File: src/hw/rtl/pcf_pkg.sv
// Shared widths, register indexes, types and clipping helpers for the
// polynomial central force pipeline. Depends on nothing.
`timescale 1ns / 1ps

package pcf_pkg;

    localparam int POS_W       = 32;   // position and coefficient width
    localparam int OUT_W       = 48;   // potential and acceleration width
    localparam int R_W         = 32;   // radius width
    localparam int R2_W        = 64;   // squared radius width
    localparam int WIDE_W      = 51;   // headroom for sums ahead of clipping
    localparam int NUM_COEF    = 7;
    localparam int CFG_AW      = 3;
    localparam int TERMS_W     = 3;
    localparam int SQRT_STAGES = 16;   // two root bits per stage
    localparam int DIV_STEPS   = 24;   // two quotient bits per stage
    localparam int DIV_LAT     = DIV_STEPS + 2;

    // Register indexes of the configuration port
    localparam logic [CFG_AW-1:0] REG_NUM_TERMS = 3'd0;
    localparam logic [CFG_AW-1:0] REG_COEF_0    = 3'd1;

    // Magnitude clamp applied before the sign goes back on
    localparam logic [OUT_W:0] MAG_CLAMP = {1'b1, {OUT_W{1'b0}}};

    typedef struct packed {
        logic signed [POS_W-1:0] z;
        logic signed [POS_W-1:0] y;
        logic signed [POS_W-1:0] x;
    } t_pos;

    typedef struct packed {
        logic [OUT_W-1:0] val;
        logic             sat;
    } t_clip;

    // Clip a wide signed value to the 48-bit range and flag the clip
    function automatic t_clip clip48(input logic signed [WIDE_W-1:0] v);
        t_clip c;
        if ((&v[WIDE_W-1:OUT_W-1]) || !(|v[WIDE_W-1:OUT_W-1])) begin
            c.val = v[OUT_W-1:0];
            c.sat = 1'b0;
        end else begin
            c.val = v[WIDE_W-1] ? {1'b1, {(OUT_W-1){1'b0}}} : {1'b0, {(OUT_W-1){1'b1}}};
            c.sat = 1'b1;
        end
        return c;
    endfunction

    function automatic logic [POS_W-1:0] mag32(input logic signed [POS_W-1:0] v);
        return v[POS_W-1] ? POS_W'(-v) : POS_W'(v);
    endfunction

    function automatic logic [OUT_W-1:0] mag48(input logic signed [OUT_W-1:0] v);
        return v[OUT_W-1] ? OUT_W'(-v) : OUT_W'(v);
    endfunction

endpackage

File: src/hw/rtl/pcf_isqrt.sv
// Pipelined integer square root, two result bits per stage.
// Depends on pcf_pkg.
`timescale 1ns / 1ps

module pcf_isqrt import pcf_pkg::*; (
    input  logic            i_clk,
    input  logic            i_ce,
    input  logic [R2_W-1:0] i_rad,
    output logic [R_W-1:0]  o_root
);

    localparam int ITERS = R_W / SQRT_STAGES;

    typedef struct packed {
        logic [R_W+2:0]  rem;
        logic [R_W-1:0]  root;
        logic [R2_W-1:0] rad;
    } t_sq_st;

    // One digit of the root: bring down two radicand bits, try 4*root+1
    function automatic t_sq_st sq_iter(input t_sq_st s);
        logic [R_W+2:0] remn;
        logic [R_W+2:0] trial;
        t_sq_st         o;
        remn  = {s.rem[R_W:0], s.rad[R2_W-1 -: 2]};
        trial = {1'b0, s.root, 2'b01};
        o.rad = s.rad << 2;
        if (remn >= trial) begin
            o.rem  = remn - trial;
            o.root = {s.root[R_W-2:0], 1'b1};
        end else begin
            o.rem  = remn;
            o.root = {s.root[R_W-2:0], 1'b0};
        end
        return o;
    endfunction

    function automatic t_sq_st sq_stage(input t_sq_st s);
        t_sq_st t;
        t = s;
        for (int j = 0; j < ITERS; j++) begin
            t = sq_iter(t);
        end
        return t;
    endfunction

    t_sq_st r_st [SQRT_STAGES];

    genvar i;
    generate
        for (i = 0; i < SQRT_STAGES; i++) begin : g_stage
            t_sq_st w_src;
            if (i == 0) begin : g_first
                assign w_src = '{rem: '0, root: '0, rad: i_rad};
            end else begin : g_next
                assign w_src = r_st[i-1];
            end
            // advance one stage
            always_ff @(posedge i_clk) begin
                if (i_ce) begin
                    r_st[i] <= sq_stage(w_src);
                end
            end
        end
    endgenerate

    assign o_root = r_st[SQRT_STAGES-1].root;

endmodule

File: config.mk
export PLATFORM = sky130hd
export DESIGN_NAME = pcf_isqrt
export DESIGN_NICKNAME = d
export VERILOG_FILES = /design/src/hw/rtl/pcf_pkg.sv /design/src/hw/rtl/pcf_isqrt.sv
export SDC_FILE = /design/constraint.sdc
export NUM_CORES = 2
export LEC_CHECK = 0
export BUFFER_PORTS_ARGS = -buffer_cell sky130_fd_sc_hd__buf_2
export CAP_MARGIN = 20
export CORE_MARGIN = 2
export CORE_UTILIZATION = 30
export DETAILED_ROUTE_END_ITERATION = 12
export GPL_TIMING_DRIVEN = 0
export PLACE_DENSITY = 0.44
export SLEW_MARGIN = 20
export SYNTH_ARGS = -nofsm -noshare
export SYNTH_HDL_FRONTEND = slang
export SYNTH_SLANG_ARGS = --single-unit
File: constraint.sdc
create_clock -name i_clk -period 5.65 [get_ports i_clk]
set_input_delay 0.2825 -clock i_clk [delete_from_list [all_inputs] [get_ports i_clk]]
set_output_delay 0.2825 -clock i_clk [all_outputs]
set_load 0.05 [all_outputs]
==> results.py <==
metrics = {
    "setup_path": {
        "crit_fanout": 10,
        "worstSetupPathType": "reg -> reg",
        "r2r_slack_ns": -0.23,
        "path_buf_inv": 4,
        "cp-end-kind": "register",
        "critPathArrivalTime_ns": 6.42,
        "path_delay_family": "compound AO/OA/AOI/OAI gates",
        "cp.required_ns": 6.19,
        "critPathMostFrequentCell": "a21o_1",
        "setup.worst_path.start_class": "register",
        "slowest_stage": "a2111oi_4",
        "cpPeakStageDelay_ns": 0.46,
    },
    "synthesis": {
        "yosys.area_share.simple_pct": 15.75,
        "synth-async-reset-ratio_pct": 0,
        "yosys_warnings": 0,
        "synth_area_um2": 79730,
        "synthCells": 7869,
        "synthDistinctLibCells": 98,
        "synth_mux_area_share_pct": 1.955,
        "avgSynthCellArea_um2": 10.13,
        "yosysMostFrequentCell": "edfxtp_1",
        "synth-main-ff-cell": "edfxtp_1",
        "synth_top_area_share_pct": 46.14,
        "synth-edff-count": 1225,
        "synth_top_family_by_area": "compound AO/OA/AOI/OAI gates",
        "ys_seq_area_share_pct": 46.14,
        "ys_top_cells_by_count": "edfxtp_1 (1225), a21oi_1 (638), nor2_1 (637)",
        "synth_top_area_cell": "edfxtp_1",
        "synth_compound_area_share_pct": 16.07,
        "synth.area.top_cells": "edfxtp_1 (46%), ha_1 (8.7%), xnor2_1 (5.1%)",
        "synth-adder-area-share_pct": 8.741,
        "synth_xor_xnor_area_share_pct": 8.118,
        "synth_seq_cells": 1225,
    },
    "floorplanning": {
        "die-area_um2": 269900,
        "ioPinCount": 98,
        "floorplan.initialDensity_pct": 30.10,
        "die_x_um": 519.5,
        "row_count": 189,
        "core_area_um2": 264900,
        "die_h_um": 519.5,
    },
    "outcome": {
        "violations": "setup timing",
        "status": "finished with violations",
    },
    "timing": {
        "skew_ns": 0.04529,
        "drv_slew": 0,
        "worst_slack_ns": -0.2266,
        "tightest_slew_ns": 1.068,
        "tns_ns": -2.003,
        "hold_viol": 0,
        "fin_crit_ns": 5.877,
        "post-route-period-util_pct": 104.0,
        "whs_ns": 0.1408,
        "rsz0062_at_grt": "yes",
        "max_clock_freq_mhz": 170.2,
        "max-slew-margin-rel_pct": 28.17,
        "setup_viol": 31,
    },
    "pwr": {
        "power.density_nw_per_um2": 453.9,
        "p_leak_nw": 39.40,
        "vdd_drop_max_uv": 287.7,
    },
    "placement": {
        "place.gp.congestion": 0.8810,
        "post-dp-hpwl_mm": 181.6,
        "numPortBuffers": 97,
    },
    "route": {
        "num_vias": 63044,
        "first_pass_iters": 6,
        "drt-total-wl_mm": 245.0,
        "ant_nets": 0,
        "viasPerCell": 5.092,
        "route.detailed.drc": 0,
        "wl_per_cell_um": 19.79,
        "drtIter0Drc": 4113,
    },
    "layout": {
        "nets": 9353,
        "max_flop_register": "r_st",
        "largest_reg_flops": 1225,
        "largestRegisters": "r_st: 1225 flops",
        "drive_gt1_share_pct": 23.89,
        "syn2layout_area_growth_pct": 28.27,
    },
    "clock_network": {
        "clock_path_buffers": 4,
        "worstSkewPairLatency_ns": 0.85,
        "tritoncts": "yes",
        "htree_levels": 4,
        "numCtsBuffers": 155,
        "clk_pin_slew_worst_paths_ns": 0.06,
        "cts.sinks": 1225,
        "cts_root_buf": "clkbuf_16",
    },
    "global_route": {
        "grt_max_degree": 138,
        "grt-ovfl-total": 0,
        "grt_pass1_vias": 61219,
        "track_usage_pct": 17.25,
        "antenna_found_initial": 8,
        "grt_pass1_wl_mm": 368.3,
    },
    "flow_run": {
        "cap_violations": 0,
    },
    "worst_hold_path": {
        "hold_class": "in -> reg",
    },
}
-- stage by stage --
step	util (%)	std cells	area [um^2]	worst slack [ns]	power [W]
final	38.62	12380	102300	-0.2266	0.04643
after CTS	36.81	12130	97490	-0.3598	0.04479
after global routing	38.62	12379	102300	-0.5552	0.04946
after floorplan	-	7871	79950	0.002816	0.02701
after global placement	32.04	11501	84850	-15.85	0.03266
after detailed placement	32.15	11512	85160	-2.717	0.03225
-- logic make-up after synthesis --
logic type | Yosys count
other cells | 1
buf+inv | 681
flops | 1225
xor+xnor | 739
compound gates | 2017
simple gates | 2508
mux | 141
fa+ha+maj | 557
-- repair_timing --
| action | 4_1_cts | 5_1_grt |
|---|---|---|
| hold endpoints to repair | 123 | 0 |
| buffers inserted | 312 | 259 |
| cloned | 9 | 8 |
| pin swaps | 214 | 291 |
| hold buffers | 67 | 0 |
| endpoints found under the setup margin | 442 | 433 |
| resized for setup | 1012 | 627 |
-- placed cells by master (no fill, tap or decap), types with 39 or more instances in the layout --
cell           count
o21bai_1          70
buf_6             45
nand4_1          108
ha_1             386
nand2_2           42
ha_2              47
buf_4            531
and3_1            64
o21ai_0          314
o21ai_2           65
or2_2             48
nand3_1          139
nand2_1          563
xor2_1           266
a31oi_1           58
or3_1             72
ha_4             124
xnor2_1          452
nor3_1           164
a21o_1           271
nand2b_1          98
o21ai_1           47
a21oi_2           83
clkbuf_1          69
buf_2            101
nor2_1           564
nor4_1            67
edfxtp_1        1225
nor2_2            39
inv_1            401
a21oi_1          524
mux2_2            96
o21a_1            95
inv_2             62
dlygate4sd3_1     67
and2_1            41
nor2b_1           94
clkbuf_16        179
-- power breakdown --
part	leakage (nW)	internal [W]	switching, W
registers	11.8	0.0122	0.00126
logic	25.2	0.0102	0.0130
clock network	2.41	0.00574	0.00410
-- path summary, 6_finish.rpt --
path,startpoint,endpoint,cells after the start
worst min register to register,r_st[0][160],r_st[0][291],0
worst max-delay path,r_st[1][824],r_st[1][949],26
worst max register to register,r_st[1][824],r_st[1][949],26
worst min-delay path,i_rad[29],r_st[0][29],2
-- layer usage --
layer	GRT usage, %	vias up	share of wire [%]
met5	0	-	0
met4	4.807	0	2.9
met3	1.942	348	3.9
met2	27.69	1321	46
met1	24.47	30416	48
li1	-	30959	-
-- layout make-up --
cell class | instances | area, um^2
inverters | 481 | 1882
flip-flops and latches | 1225 | 36790
fillers | 25997 | 162600
plain buffers | 143 | 1524
multi-input cells | 5966 | 46440
well taps | 3533 | 4420
repair buffers | 758 | 6245
diodes | 4 | 10.01
clock buffers | 176 | 3979
clock inverters | 94 | 989.7
-- worst reg2reg max path: stages, from the launching register on --
cell and delay [ns]:
edfxtp_1 0.40, inv_2 0.10, ha_4 0.21, a21o_1 0.15, a21o_1 0.18, a211oi_4 0.30, o21ai_2 0.10, a21oi_2 0.19
o21a_1 0.22, a21oi_4 0.09, a211o_1 0.33, and3_4 0.20, o21ai_2 0.13, and2_4 0.18, clkbuf_16 0.16, buf_4 0.14
buf_1 0.43, nand2_1 0.10, o21ai_0 0.09, ha_1 0.27, a21o_1 0.16, a21o_1 0.17, a21oi_1 0.19, o211ai_1 0.19
a2111oi_4 0.46, a221oi_2 0.10, or3_4 0.35
No activity file was read; power rests on OpenSTA's default activity.
